<file path="src/rtl/assert_macros.svh">
// Assertion helpers for the controller core.
`ifndef ASSERT_MACROS_SVH
`define ASSERT_MACROS_SVH

// Implication checked on each rising edge outside reset.
`define ASSERT_IMPL(label, clk, rst_n, ante, cons) \
    label: assert property (@(posedge clk) disable iff (!rst_n) (ante) |-> (cons)) \
        else $error("assertion failed");

// Next-cycle implication checked outside reset.
`define ASSERT_NEXT(label, clk, rst_n, ante, cons) \
    label: assert property (@(posedge clk) disable iff (!rst_n) (ante) |=> (cons)) \
        else $error("assertion failed");

`endif

</file>
<file path="src/rtl/hhk_pkg.sv">
`default_nettype none
package hhk_pkg;
    localparam logic [1:0] ACT_EVENT = 2'd0;
    localparam logic [1:0] ACT_TICK  = 2'd1;
    localparam logic [1:0] ACT_LOST  = 2'd2;

    localparam logic [1:0] SRC_PAD   = 2'd0;
    localparam logic [1:0] SRC_VOL   = 2'd1;
    localparam logic [1:0] SRC_POWER = 2'd2;
    localparam logic [1:0] SRC_LID   = 2'd3;

    localparam logic [15:0] TYPE_SYN = 16'd0;
    localparam logic [15:0] TYPE_KEY = 16'd1;
    localparam logic [15:0] TYPE_SW  = 16'd5;

    localparam logic [15:0] CODE_MENU    = 16'd316;
    localparam logic [15:0] CODE_L1      = 16'd310;
    localparam logic [15:0] CODE_SELECT  = 16'd314;
    localparam logic [15:0] CODE_START   = 16'd315;
    localparam logic [15:0] CODE_VOL_DN  = 16'd114;
    localparam logic [15:0] CODE_VOL_UP  = 16'd115;
    localparam logic [15:0] CODE_POWER   = 16'd116;
    localparam logic [15:0] CODE_DROPPED = 16'd3;
    localparam logic [15:0] CODE_LID     = 16'd0;

    localparam logic [2:0] CMD_VOL_UP  = 3'd0;
    localparam logic [2:0] CMD_VOL_DN  = 3'd1;
    localparam logic [2:0] CMD_SET_BR  = 3'd2;
    localparam logic [2:0] CMD_BR_FAIL = 3'd3;
    localparam logic [2:0] CMD_POWER   = 3'd4;
    localparam logic [2:0] CMD_LID_CL  = 3'd5;
    localparam logic [2:0] CMD_LID_OP  = 3'd6;
    localparam logic [2:0] CMD_EXIT    = 3'd7;

    localparam logic [1:0] CFG_MAX      = 2'd0;
    localparam logic [1:0] CFG_DELAY    = 2'd1;
    localparam logic [1:0] CFG_INTERVAL = 2'd2;

    localparam logic [1:0] DIR_NONE = 2'd0;
    localparam logic [1:0] DIR_UP   = 2'd1;
    localparam logic [1:0] DIR_DN   = 2'd2;

    localparam int DIV_BITS = 24;

    // ceil(2^30 / 100); exact division by 100 for numerators below 2^23.
    localparam logic [23:0] RECIP_100 = 24'd10737419;

    typedef struct packed {
        logic [1:0]  action;
        logic [1:0]  source;
        logic [15:0] event_type;
        logic [15:0] event_code;
        logic [31:0] event_value;
        logic [15:0] panel_level;
    } t_in;

    typedef struct packed {
        logic [2:0]  command;
        logic [15:0] level_out;
    } t_out;

    // Controller to datapath.
    typedef struct packed {
        logic decode;   // load the item and apply key state
        logic div_pct;  // start the percent division
        logic div_raw;  // start the raw level division
        logic finish;   // build the brightness result
    } t_cmd;

    // Datapath to controller.
    typedef struct packed {
        logic emit_now;   // decode produced a result directly
        logic need_br;    // decode asked for a brightness step
        logic div_done;
        logic raw_needed; // the percent step still needs a raw division
    } t_sts;
endpackage
`default_nettype wire

</file>
<file path="src/rtl/hhk_if.sv">
`default_nettype none
interface hhk_in_if;
    logic        valid;
    logic        ready;
    hhk_pkg::t_in payload;
    modport source (output valid, output payload, input ready);
    modport sink (input valid, input payload, output ready);
endinterface

interface hhk_out_if;
    logic         valid;
    logic         ready;
    hhk_pkg::t_out payload;
    modport source (output valid, output payload, input ready);
    modport sink (input valid, input payload, output ready);
endinterface
`default_nettype wire

</file>
<file path="src/rtl/hhk_div.sv">
`default_nettype none
// Restoring divider, one quotient bit per cycle.
module hhk_div (
    input  wire logic                         i_clk,
    input  wire logic                         i_rst_n,
    input  wire logic                         i_start,
    input  wire logic [hhk_pkg::DIV_BITS-1:0] i_num,
    input  wire logic [15:0]                  i_den,
    output logic                              o_done,
    output logic [hhk_pkg::DIV_BITS-1:0]      o_quo
);
    localparam int W = hhk_pkg::DIV_BITS;
    logic [W-1:0] r_quo, n_quo;
    logic [16:0]  r_rem, n_rem;
    logic [4:0]   r_cnt, n_cnt;
    logic         r_busy, n_busy, r_done, n_done;
    logic [16:0]  w_trial;

    always_comb begin
        n_quo = r_quo;
        n_rem = r_rem;
        n_cnt = r_cnt;
        n_busy = r_busy;
        n_done = 1'b0;
        w_trial = {r_rem[15:0], r_quo[W-1]};
        if (i_start) begin
            n_quo = i_num;
            n_rem = '0;
            n_cnt = 5'(W);
            n_busy = 1'b1;
        end else if (r_busy) begin
            if (w_trial >= {1'b0, i_den}) begin
                n_rem = w_trial - {1'b0, i_den};
                n_quo = {r_quo[W-2:0], 1'b1};
            end else begin
                n_rem = w_trial;
                n_quo = {r_quo[W-2:0], 1'b0};
            end
            n_cnt = r_cnt - 5'd1;
            if (r_cnt == 5'd1) begin
                n_busy = 1'b0;
                n_done = 1'b1;
            end
        end
    end

    always_ff @(posedge i_clk) begin
        r_quo <= n_quo;
        r_rem <= n_rem;
        r_cnt <= n_cnt;
        if (!i_rst_n) begin
            r_busy <= 1'b0;
            r_done <= 1'b0;
        end else begin
            r_busy <= n_busy;
            r_done <= n_done;
        end
    end

    assign o_done = r_done;
    assign o_quo = r_quo;
endmodule
`default_nettype wire

</file>
<file path="src/rtl/hhk_datapath.sv">
`default_nettype none
module hhk_datapath (
    input  wire logic          i_clk,
    input  wire logic          i_rst_n,
    input  wire hhk_pkg::t_in  i_item,
    input  wire hhk_pkg::t_cmd i_cmd,
    input  wire logic [1:0]    i_cfg_idx,
    input  wire logic          i_cfg_we,
    input  wire logic [15:0]   i_cfg_data,
    output hhk_pkg::t_sts      o_sts,
    output hhk_pkg::t_out      o_res
);
    localparam int W = hhk_pkg::DIV_BITS;

    logic [15:0] r_max, r_delay, r_interval;
    logic r_menu, r_l1, r_sel, r_start, r_exit, r_up, r_dn;
    logic [1:0]  r_dir;
    logic [15:0] r_left;
    logic        r_emit, r_need, r_br_up;
    logic [2:0]  r_cmd;
    logic [15:0] r_level;
    logic [15:0] r_lvl_in;
    logic [W-1:0] r_pct;
    logic [22:0] r_rawnum;
    logic        r_raw_done;

    logic [W-1:0] w_num;
    logic         w_start, w_done;
    logic [W-1:0] w_quo;
    logic [15:0]  w_den;
    logic [6:0]   w_tgt;
    logic         w_raw_one;
    logic [46:0]  w_raw_prod;
    logic [16:0]  w_raw;

    hhk_pkg::t_in it;
    assign it = i_item;

    // The divider only serves the percent division by the panel maximum.
    assign w_start = i_cmd.div_pct;
    assign w_den = r_max;
    always_comb begin
        w_raw_one = 1'b0;
        w_tgt = 7'd0;
        if (r_br_up) begin
            if (r_pct < W'(5)) w_tgt = 7'd5;
            else if (r_pct >= W'(95)) w_tgt = 7'd100;
            else w_tgt = 7'(r_pct + W'(5));
        end else if (r_pct <= W'(5)) begin
            w_raw_one = 1'b1;
        end else if (r_pct >= W'(105)) begin
            // A level above the maximum lands on the maximum anyway.
            w_tgt = 7'd100;
        end else begin
            w_tgt = 7'(r_pct - W'(5));
        end
    end
    assign w_num = W'({r_lvl_in, 7'd0}) - W'({r_lvl_in, 5'd0}) + W'({r_lvl_in, 2'd0})
                   + W'(r_max[15:1]);

    // Division by 100 as a reciprocal multiply of the registered numerator.
    assign w_raw_prod = {24'd0, r_rawnum} * {23'd0, hhk_pkg::RECIP_100};
    assign w_raw = w_raw_prod[46:30];

    hhk_div u_div (
        .i_clk(i_clk), .i_rst_n(i_rst_n), .i_start(w_start),
        .i_num(w_num), .i_den(w_den), .o_done(w_done), .o_quo(w_quo)
    );

    always_ff @(posedge i_clk) begin
        if (!i_rst_n) begin
            r_max <= 16'd255;
            r_delay <= 16'd300;
            r_interval <= 16'd100;
            {r_menu, r_l1, r_sel, r_start, r_exit, r_up, r_dn} <= '0;
            r_dir <= hhk_pkg::DIR_NONE;
            r_left <= '0;
            r_emit <= 1'b0;
            r_need <= 1'b0;
            r_raw_done <= 1'b0;
        end else begin
            r_raw_done <= i_cmd.div_raw;
            if (i_cfg_we) begin
                unique case (i_cfg_idx)
                    hhk_pkg::CFG_MAX: r_max <= i_cfg_data;
                    hhk_pkg::CFG_DELAY: r_delay <= i_cfg_data;
                    hhk_pkg::CFG_INTERVAL: r_interval <= i_cfg_data;
                    default: ;
                endcase
            end
            if (w_done && i_cmd.finish == 1'b0 && r_need) r_pct <= w_quo;
            if (i_cmd.finish) begin
                r_cmd <= hhk_pkg::CMD_SET_BR;
                if (w_raw_one || w_raw == '0) r_level <= 16'd1;
                else if (w_raw > {1'b0, r_max}) r_level <= r_max;
                else r_level <= w_raw[15:0];
            end
            if (i_cmd.decode) begin
                logic p, drop;
                p = it.event_value != 32'd0;
                drop = it.event_type == hhk_pkg::TYPE_SYN
                       && it.event_code == hhk_pkg::CODE_DROPPED;
                r_emit <= 1'b0;
                r_need <= 1'b0;
                r_level <= '0;
                r_lvl_in <= it.panel_level;
                if (it.action == hhk_pkg::ACT_TICK) begin
                    if (!((r_dir == hhk_pkg::DIR_UP && r_up)
                          || (r_dir == hhk_pkg::DIR_DN && r_dn))) begin
                        r_dir <= hhk_pkg::DIR_NONE;
                        r_left <= '0;
                    end else if (r_left > 16'd1) begin
                        r_left <= r_left - 16'd1;
                    end else begin
                        r_left <= r_interval;
                        r_emit <= 1'b1;
                        r_cmd <= (r_dir == hhk_pkg::DIR_UP) ? hhk_pkg::CMD_VOL_UP
                                                            : hhk_pkg::CMD_VOL_DN;
                    end
                end else if (it.action == hhk_pkg::ACT_LOST) begin
                    if (it.source == hhk_pkg::SRC_PAD)
                        {r_menu, r_l1, r_sel, r_start, r_exit} <= '0;
                    else if (it.source == hhk_pkg::SRC_VOL) begin
                        {r_up, r_dn} <= '0;
                        r_dir <= hhk_pkg::DIR_NONE;
                        r_left <= '0;
                    end
                end else if (it.action == hhk_pkg::ACT_EVENT) begin
                    unique case (it.source)
                        hhk_pkg::SRC_PAD: begin
                            logic l1, sl, st, hit;
                            l1 = r_l1; sl = r_sel; st = r_start; hit = 1'b1;
                            if (drop) begin
                                {r_menu, r_l1, r_sel, r_start, r_exit} <= '0;
                                hit = 1'b0;
                            end else if (it.event_type != hhk_pkg::TYPE_KEY) hit = 1'b0;
                            else if (it.event_code == hhk_pkg::CODE_MENU) r_menu <= p;
                            else if (it.event_code == hhk_pkg::CODE_L1) l1 = p;
                            else if (it.event_code == hhk_pkg::CODE_SELECT) sl = p;
                            else if (it.event_code == hhk_pkg::CODE_START) st = p;
                            else hit = 1'b0;
                            if (hit) begin
                                r_l1 <= l1; r_sel <= sl; r_start <= st;
                                if (l1 && sl && st) begin
                                    if (!r_exit) begin
                                        r_exit <= 1'b1;
                                        r_emit <= 1'b1;
                                        r_cmd <= hhk_pkg::CMD_EXIT;
                                    end
                                end else r_exit <= 1'b0;
                            end
                        end
                        hhk_pkg::SRC_VOL: begin
                            logic [1:0] d;
                            d = (it.event_code == hhk_pkg::CODE_VOL_UP)
                                ? hhk_pkg::DIR_UP : hhk_pkg::DIR_DN;
                            if (drop) begin
                                {r_up, r_dn} <= '0;
                                r_dir <= hhk_pkg::DIR_NONE;
                                r_left <= '0;
                            end else if (it.event_type == hhk_pkg::TYPE_KEY
                                && (it.event_code == hhk_pkg::CODE_VOL_UP
                                    || it.event_code == hhk_pkg::CODE_VOL_DN)) begin
                                if (d == hhk_pkg::DIR_UP) r_up <= p; else r_dn <= p;
                                if (it.event_value == 32'd1) begin
                                    if (r_menu) begin
                                        r_dir <= hhk_pkg::DIR_NONE;
                                        r_left <= '0;
                                        r_br_up <= d == hhk_pkg::DIR_UP;
                                        if (r_max == 16'd0) begin
                                            r_emit <= 1'b1;
                                            r_cmd <= hhk_pkg::CMD_BR_FAIL;
                                        end else r_need <= 1'b1;
                                    end else begin
                                        r_dir <= d;
                                        r_left <= r_delay;
                                        r_emit <= 1'b1;
                                        r_cmd <= (d == hhk_pkg::DIR_UP) ? hhk_pkg::CMD_VOL_UP
                                                                        : hhk_pkg::CMD_VOL_DN;
                                    end
                                end else if (!p && r_dir == d) begin
                                    r_dir <= hhk_pkg::DIR_NONE;
                                    r_left <= '0;
                                end
                            end
                        end
                        hhk_pkg::SRC_POWER: begin
                            if (it.event_type == hhk_pkg::TYPE_KEY
                                && it.event_code == hhk_pkg::CODE_POWER
                                && it.event_value == 32'd1) begin
                                r_emit <= 1'b1;
                                r_cmd <= hhk_pkg::CMD_POWER;
                            end
                        end
                        hhk_pkg::SRC_LID: begin
                            if (it.event_type == hhk_pkg::TYPE_SW
                                && it.event_code == hhk_pkg::CODE_LID) begin
                                if (it.event_value == 32'd1) begin
                                    r_emit <= 1'b1;
                                    r_cmd <= hhk_pkg::CMD_LID_CL;
                                end else if (it.event_value == 32'd0) begin
                                    r_emit <= 1'b1;
                                    r_cmd <= hhk_pkg::CMD_LID_OP;
                                end
                            end
                        end
                        default: ;
                    endcase
                end
            end else if (i_cmd.div_raw) begin
                r_need <= 1'b0;
                r_rawnum <= ({16'd0, w_tgt} * {7'd0, r_max}) + 23'd50;
            end
        end
    end

    assign o_sts.emit_now = r_emit;
    assign o_sts.need_br = r_need;
    assign o_sts.div_done = w_done | r_raw_done;
    assign o_sts.raw_needed = ~w_raw_one;
    assign o_res.command = r_cmd;
    assign o_res.level_out = r_level;
endmodule
`default_nettype wire

</file>
<file path="src/rtl/hhk_ctrl.sv">
`default_nettype none
module hhk_ctrl (
    input  wire logic          i_clk,
    input  wire logic          i_rst_n,
    input  wire logic          i_in_valid,
    input  wire logic          i_out_ready,
    input  wire hhk_pkg::t_sts i_sts,
    output logic               o_in_ready,
    output logic               o_out_valid,
    output hhk_pkg::t_cmd      o_cmd
);
    localparam logic [2:0] S_IDLE = 3'd0;
    localparam logic [2:0] S_DEC  = 3'd1;
    localparam logic [2:0] S_PCT  = 3'd2;
    localparam logic [2:0] S_RAW  = 3'd3;
    localparam logic [2:0] S_FIN  = 3'd4;
    localparam logic [2:0] S_OUT  = 3'd5;

    logic [2:0] r_state, n_state;
    logic       r_wait, n_wait;

    always_comb begin
        n_state = r_state;
        n_wait = r_wait;
        o_cmd = '0;
        o_in_ready = r_state == S_IDLE;
        o_out_valid = r_state == S_OUT;
        unique case (r_state)
            S_IDLE: if (i_in_valid) begin
                o_cmd.decode = 1'b1;
                n_state = S_DEC;
            end
            S_DEC: begin
                if (i_sts.emit_now) n_state = S_OUT;
                else if (i_sts.need_br) begin
                    o_cmd.div_pct = 1'b1;
                    n_wait = 1'b0;
                    n_state = S_PCT;
                end else n_state = S_IDLE;
            end
            S_PCT: if (i_sts.div_done) n_state = S_RAW;
            S_RAW: begin
                if (!r_wait) begin
                    if (i_sts.raw_needed) begin
                        o_cmd.div_raw = 1'b1;
                        n_wait = 1'b1;
                    end else n_state = S_FIN;
                end else if (i_sts.div_done) n_state = S_FIN;
            end
            S_FIN: begin
                o_cmd.finish = 1'b1;
                n_state = S_OUT;
            end
            S_OUT: if (i_out_ready) n_state = S_IDLE;
            default: n_state = S_IDLE;
        endcase
    end

    always_ff @(posedge i_clk) begin
        if (!i_rst_n) begin
            r_state <= S_IDLE;
            r_wait <= 1'b0;
        end else begin
            r_state <= n_state;
            r_wait <= n_wait;
        end
    end
endmodule
`default_nettype wire

</file>
<file path="src/rtl/handheld_hotkey_controller_core.sv">
`default_nettype none
// Channel | Role | Payload
// in      | sink   | action, source, event_type, event_code, event_value, panel_level
// out     | source | command, level_out
// cfg     | write  | max_level, repeat_delay_ticks, repeat_interval_ticks
// An item without brightness work is decoded, then sends its result if it has one.
// A brightness step runs a 24-step percent division, then a reciprocal multiply
// for the divide by 100 (skipped when a down step bottoms out at raw 1).
// Reset is synchronous and active low; data registers such as r_level are not reset.
// A waiting result holds the input off until the output takes it.
module handheld_hotkey_controller_core (
    input  wire logic        i_clk,
    input  wire logic        i_rst_n,
    hhk_in_if.sink           i_in,
    hhk_out_if.source        o_out,
    input  wire logic        i_cfg_we,
    input  wire logic [1:0]  i_cfg_idx,
    input  wire logic [15:0] i_cfg_data
);
`include "assert_macros.svh"
    hhk_pkg::t_cmd w_cmd;
    hhk_pkg::t_sts w_sts;
    hhk_pkg::t_out w_res;

    hhk_ctrl u_ctrl (
        .i_clk(i_clk), .i_rst_n(i_rst_n), .i_in_valid(i_in.valid),
        .i_out_ready(o_out.ready), .i_sts(w_sts), .o_in_ready(i_in.ready),
        .o_out_valid(o_out.valid), .o_cmd(w_cmd)
    );

    hhk_datapath u_dp (
        .i_clk(i_clk), .i_rst_n(i_rst_n), .i_item(i_in.payload), .i_cmd(w_cmd),
        .i_cfg_idx(i_cfg_idx), .i_cfg_we(i_cfg_we), .i_cfg_data(i_cfg_data),
        .o_sts(w_sts), .o_res(w_res)
    );

    assign o_out.payload = w_res;

    `ASSERT_IMPL(a_no_accept_while_out, i_clk, i_rst_n, o_out.valid, !i_in.ready)
    `ASSERT_NEXT(a_decode_leaves_idle, i_clk, i_rst_n, i_in.valid && i_in.ready, !i_in.ready)
    `ASSERT_IMPL(a_level_only_bright, i_clk, i_rst_n, o_out.valid && o_out.payload.command != hhk_pkg::CMD_SET_BR, o_out.payload.level_out == 16'd0)
endmodule
`default_nettype wire
</file>
<file path="src/flat_wrapper.sv">
// flat-port wrapper written by rule: the top's interface ports become plain ports
module handheld_hotkey_controller_core_flat 
  (i_clk, i_rst_n, i_cfg_we, i_cfg_idx, i_cfg_data, i_in_valid, i_in_payload, i_in_ready, o_out_valid, o_out_payload, o_out_ready);
  hhk_in_if i_in_i ();
  hhk_out_if o_out_i ();
  input  wire logic i_clk;
  input  wire logic i_rst_n;
  input  wire logic i_cfg_we;
  input  wire logic [1:0] i_cfg_idx;
  input  wire logic [15:0] i_cfg_data;
  input wire logic [$bits(i_in_i.valid)-1:0] i_in_valid;
  input wire logic [$bits(i_in_i.payload)-1:0] i_in_payload;
  output wire logic [$bits(i_in_i.ready)-1:0] i_in_ready;
  output wire logic [$bits(o_out_i.valid)-1:0] o_out_valid;
  output wire logic [$bits(o_out_i.payload)-1:0] o_out_payload;
  input wire logic [$bits(o_out_i.ready)-1:0] o_out_ready;
  assign i_in_i.valid = i_in_valid;
  assign i_in_i.payload = i_in_payload;
  assign i_in_ready = i_in_i.ready;
  assign o_out_valid = o_out_i.valid;
  assign o_out_payload = o_out_i.payload;
  assign o_out_i.ready = o_out_ready;
  handheld_hotkey_controller_core u_core (.i_clk(i_clk), .i_rst_n(i_rst_n), .i_in(i_in_i), .o_out(o_out_i), .i_cfg_we(i_cfg_we), .i_cfg_idx(i_cfg_idx), .i_cfg_data(i_cfg_data));
endmodule
</file>
<file path="config.mk">
export PLATFORM = sky130hd
export DESIGN_NAME = handheld_hotkey_controller_core_flat
export DESIGN_NICKNAME = d
export VERILOG_FILES = /design/src/rtl/hhk_pkg.sv /design/src/rtl/hhk_if.sv /design/src/rtl/hhk_div.sv /design/src/rtl/hhk_datapath.sv /design/src/rtl/hhk_ctrl.sv /design/src/rtl/handheld_hotkey_controller_core.sv /design/src/flat_wrapper.sv
export VERILOG_INCLUDE_DIRS = /design/src /design/src/rtl
export SDC_FILE = /design/constraint.sdc
export NUM_CORES = 2
export LEC_CHECK = 0
export BUFFER_PORTS_ARGS = -buffer_cell sky130_fd_sc_hd__buf_2
export CAP_MARGIN = 20
export CORE_MARGIN = 4
export CORE_UTILIZATION = 64
export CTS_CLUSTER_DIAMETER = 100
export CTS_CLUSTER_SIZE = 24
export DETAILED_ROUTE_END_ITERATION = 6
export HOLD_SLACK_MARGIN = 0.05
export PLACE_DENSITY = 0.9
export SLEW_MARGIN = 20
export SYNTH_ARGS = -nofsm -noshare
export SYNTH_HDL_FRONTEND = slang
export SYNTH_SLANG_ARGS = --single-unit
export TNS_END_PERCENT = 20
</file>
<file path="constraint.sdc">
create_clock -name i_clk -period 11.5 [get_ports i_clk]
set_clock_uncertainty 0.1 [all_clocks]
set_input_delay 1.15 -clock i_clk [delete_from_list [all_inputs] [get_ports i_clk]]
set_output_delay 1.15 -clock i_clk [all_outputs]
set_load 0.01 [all_outputs]
</file>
==> reports/metrics.cfg <==
[final_layout]
fin_nets=3578
post-route-util=0.689
seq_area_um2=5280
area_growth_pct=5.66
final_area_um2=26900
layout-drive-gt1-share=0.0671
final_cells=3336
antenna_cells=0
multi_input_comb_area_um2=18100
fillCellCount=2871

[logic_synthesis]
synth_flop_cell=edfxtp_1
synth_edf_count=107
yosysSeqAreaShare=0.207
syn_inst=2740
ys_types=88
syn_avg_cell_area_um2=9.28
yosysWarnings=0
ys_seq_elements=210
netlist_area_um2=25400
synth_nets=3506
async_flop_share=0

[clock_network]
ctsLongestPathBuffers=3
cts_buffers=12
clk_latency_ns=0.48
cts_root_buf=clkbuf_16
cts_hold_buf=0
htreeDepth=1
clock-sinks=210
cts_tree=built
cts_resized=0
clkTransAtPathRegs_ns=0.10
post_cts_buffers=0

[route]
vias=20500
wl_per_cell_um=20.1
ant_nets=0
drt-initial-drc-count=1824
dr.pass1.iters=6
wl_mm=67.1
via_per_inst=6.16
route.detailed.drc=0

[sta]
max_freq_mhz=104
final.min_clock_period_ns=9.61
drv_slew=0
hold_viol_final=0
setup_viol=0
finalCritPeriodShare=0.836
setup_tns_ns=0
worst_pin_slew_ns=1.02
relSlewSlack=0.318
holdWs_ns=0.356
rsz0062_at_grt=no

[critical_path]
cp_common_cell=fa_1
end_kind=flip-flop
start_kind=flip-flop
cp.arrival_ns=9.77
crit_fanout=16
rrSetupSlack_ns=1.89
critPathSlowestCell=a211oi_2
criticalPathCategory=reg -> reg
max_stage_delay_ns=0.64
cp.required_ns=11.66

[pwr]
power_density_nw_per_um2=67.2
p_seq_frac=0.466
combPwrFrac=0.286
p_leak_nw=12.8
ir_worst_vdd_v=0.000171
net-switching-power_mw=0.560
clkPwrFrac=0.248
power.internal_mw=1.25
p_sw_frac=0.310

[place]
dp_cells=3316
io_buffer_count=127
place.gp.congestion=0.977
place_area_um2=26500
hpwl_mm=55.6

[grt]
grt_usage=0.309
grt_pass1_vias=21200
grt_pass1_wl_mm=110
grt_max_degree=56
grt-ovfl-total=0
antenna_found_initial=0

[die]
initial_core_util=0.652
dieArea_um2=43000
core_area_um2=39000
ios=128
die_h_um=207
row_count=72
die_w_um=207

[outcome]
outcome=completed

[flow_run]
max-cap-violations=0

[min_path]
hold_class=reg -> reg

-- layout make-up --
class                           instances  area share
Clock buffer                           19      0.0129
Clock inverter                          1    0.000326
Inverter                              460      0.0642
Multi-Input combinational cell       1987       0.675
Sequential cell                       210       0.196
Tap cell                              518      0.0241
Timing Repair Buffer                  141      0.0276
-- kinds of logic (layout without fill, tap and decap cells) --
| kind of cell | Yosys count | after routing | synth area share |
|---|---|---|---|
| AND/OR/NAND/NOR | 753 | 753 | 0.142 |
| adder cells (fa/ha/maj) | 659 | 659 | 0.410 |
| buffers and inverters | 543 | 621 | 0.0815 |
| AO/OA/AOI/OAI | 470 | 470 | 0.121 |
| flip-flops | 210 | 210 | 0.207 |
| XOR/XNOR | 70 | 70 | 0.0241 |
| multiplexers | 35 | 35 | 0.0144 |
-- critical path: cells and delay by family, from the launching register on --
family | cells | cell delay (ns)
AND/OR/NAND/NOR | 5 | 1.02
AO/OA/AOI/OAI | 9 | 2.89
buffers and inverters | 4 | 0.21
flip-flops | 1 | 0.61
adder cells (fa/ha/maj) | 9 | 4.40
multiplexers | 1 | 0.18
-- registers in the layout, summed over array words and instances, names as in the netlist, 2 cells and up --
register and count:
u_core.u_ctrl.r_state 3, u_core.u_dp.r_cmd 3, u_core.u_dp.r_dir 2, u_core.u_dp.r_level 16, u_core.u_dp.u_div.r_rem 16, u_core.u_dp.u_div.r_cnt 5
u_core.u_dp.r_rawnum 23, u_core.u_dp.r_left 16, u_core.u_dp.r_pct 24, u_core.u_dp.r_interval 16, u_core.u_dp.r_lvl_in 16, u_core.u_dp.u_div.o_quo 24
u_core.u_dp.r_delay 16, u_core.u_dp.r_max 16
-- cell usage after synthesis, types with 31 or more instances --
master | number | share of area
a21o_1 | 32 | 0.0094
mux2i_1 | 31 | 0.012
o21ai_0 | 99 | 0.019
nor4_1 | 55 | 0.014
a211oi_1 | 40 | 0.012
xnor2_1 | 50 | 0.017
fa_1 | 290 | 0.23
nand2_1 | 247 | 0.036
a21oi_1 | 135 | 0.027
dfxtp_1 | 103 | 0.081
nand3_1 | 37 | 0.0073
inv_1 | 459 | 0.068
nor2_1 | 198 | 0.029
nor3_1 | 39 | 0.0077
edfxtp_1 | 107 | 0.13
clkbuf_1 | 69 | 0.010
ha_1 | 369 | 0.18
-- per-layer routing --
layer  vias up  GRT usage  part of all wire
li1       9409          -                 -
met1     10000      0.397              0.39
met2       912      0.536              0.49
met3       213     0.0381             0.071
met4         0      0.117             0.046
met5         -          0                 0
-- stage by stage --
step | total power [mW] | worst slack (ns)
2_1_floorplan | 1.23 | 3.30
3_3_place_gp | 1.34 | 2.34
3_5_place_dp | 1.36 | 2.20
4_1_cts | 1.80 | 2.17
5_1_grt | 1.91 | 1.64
6_report | 1.81 | 1.89
-- worst paths after layout --
path	depth (start not counted)	from	to
max	28	u_core.u_dp.r_rawnum[3]$_DFFE_PP_	u_core.u_dp.r_level[8]$_SDFFCE_PP0P_
min	0	u_core.u_dp.u_div.o_quo[18]$_DFFE_PP_	u_core.u_dp.r_pct[18]$_DFFE_PP_
max reg2reg	28	u_core.u_dp.r_rawnum[3]$_DFFE_PP_	u_core.u_dp.r_level[8]$_SDFFCE_PP0P_
min reg2reg	0	u_core.u_dp.u_div.o_quo[18]$_DFFE_PP_	u_core.u_dp.r_pct[18]$_DFFE_PP_
-- power by group through the flow --
stage	combinational, mW	clock (mW)	sequential [mW]
CTS	0.510	0.452	0.839
global route	0.583	0.482	0.842
global placement	0.480	0	0.855
finish	0.517	0.448	0.841
floorplan	0.375	0	0.851
detailed placement	0.505	0	0.857
-- cell usage in the layout, fill, tap and decap left out, drive strengths merged, types with 100 or more instances in the layout --
| master | Yosys | layout |
|---|---|---|
| inv | 460 | 460 |
| a21oi | 136 | 136 |
| fa | 290 | 290 |
| nand2 | 247 | 247 |
| dfxtp | 103 | 103 |
| edfxtp | 107 | 107 |
| buf | 14 | 141 |
| o21ai | 100 | 100 |
| nor2 | 198 | 198 |
| ha | 369 | 369 |
Power figures use the tool's default switching activity.
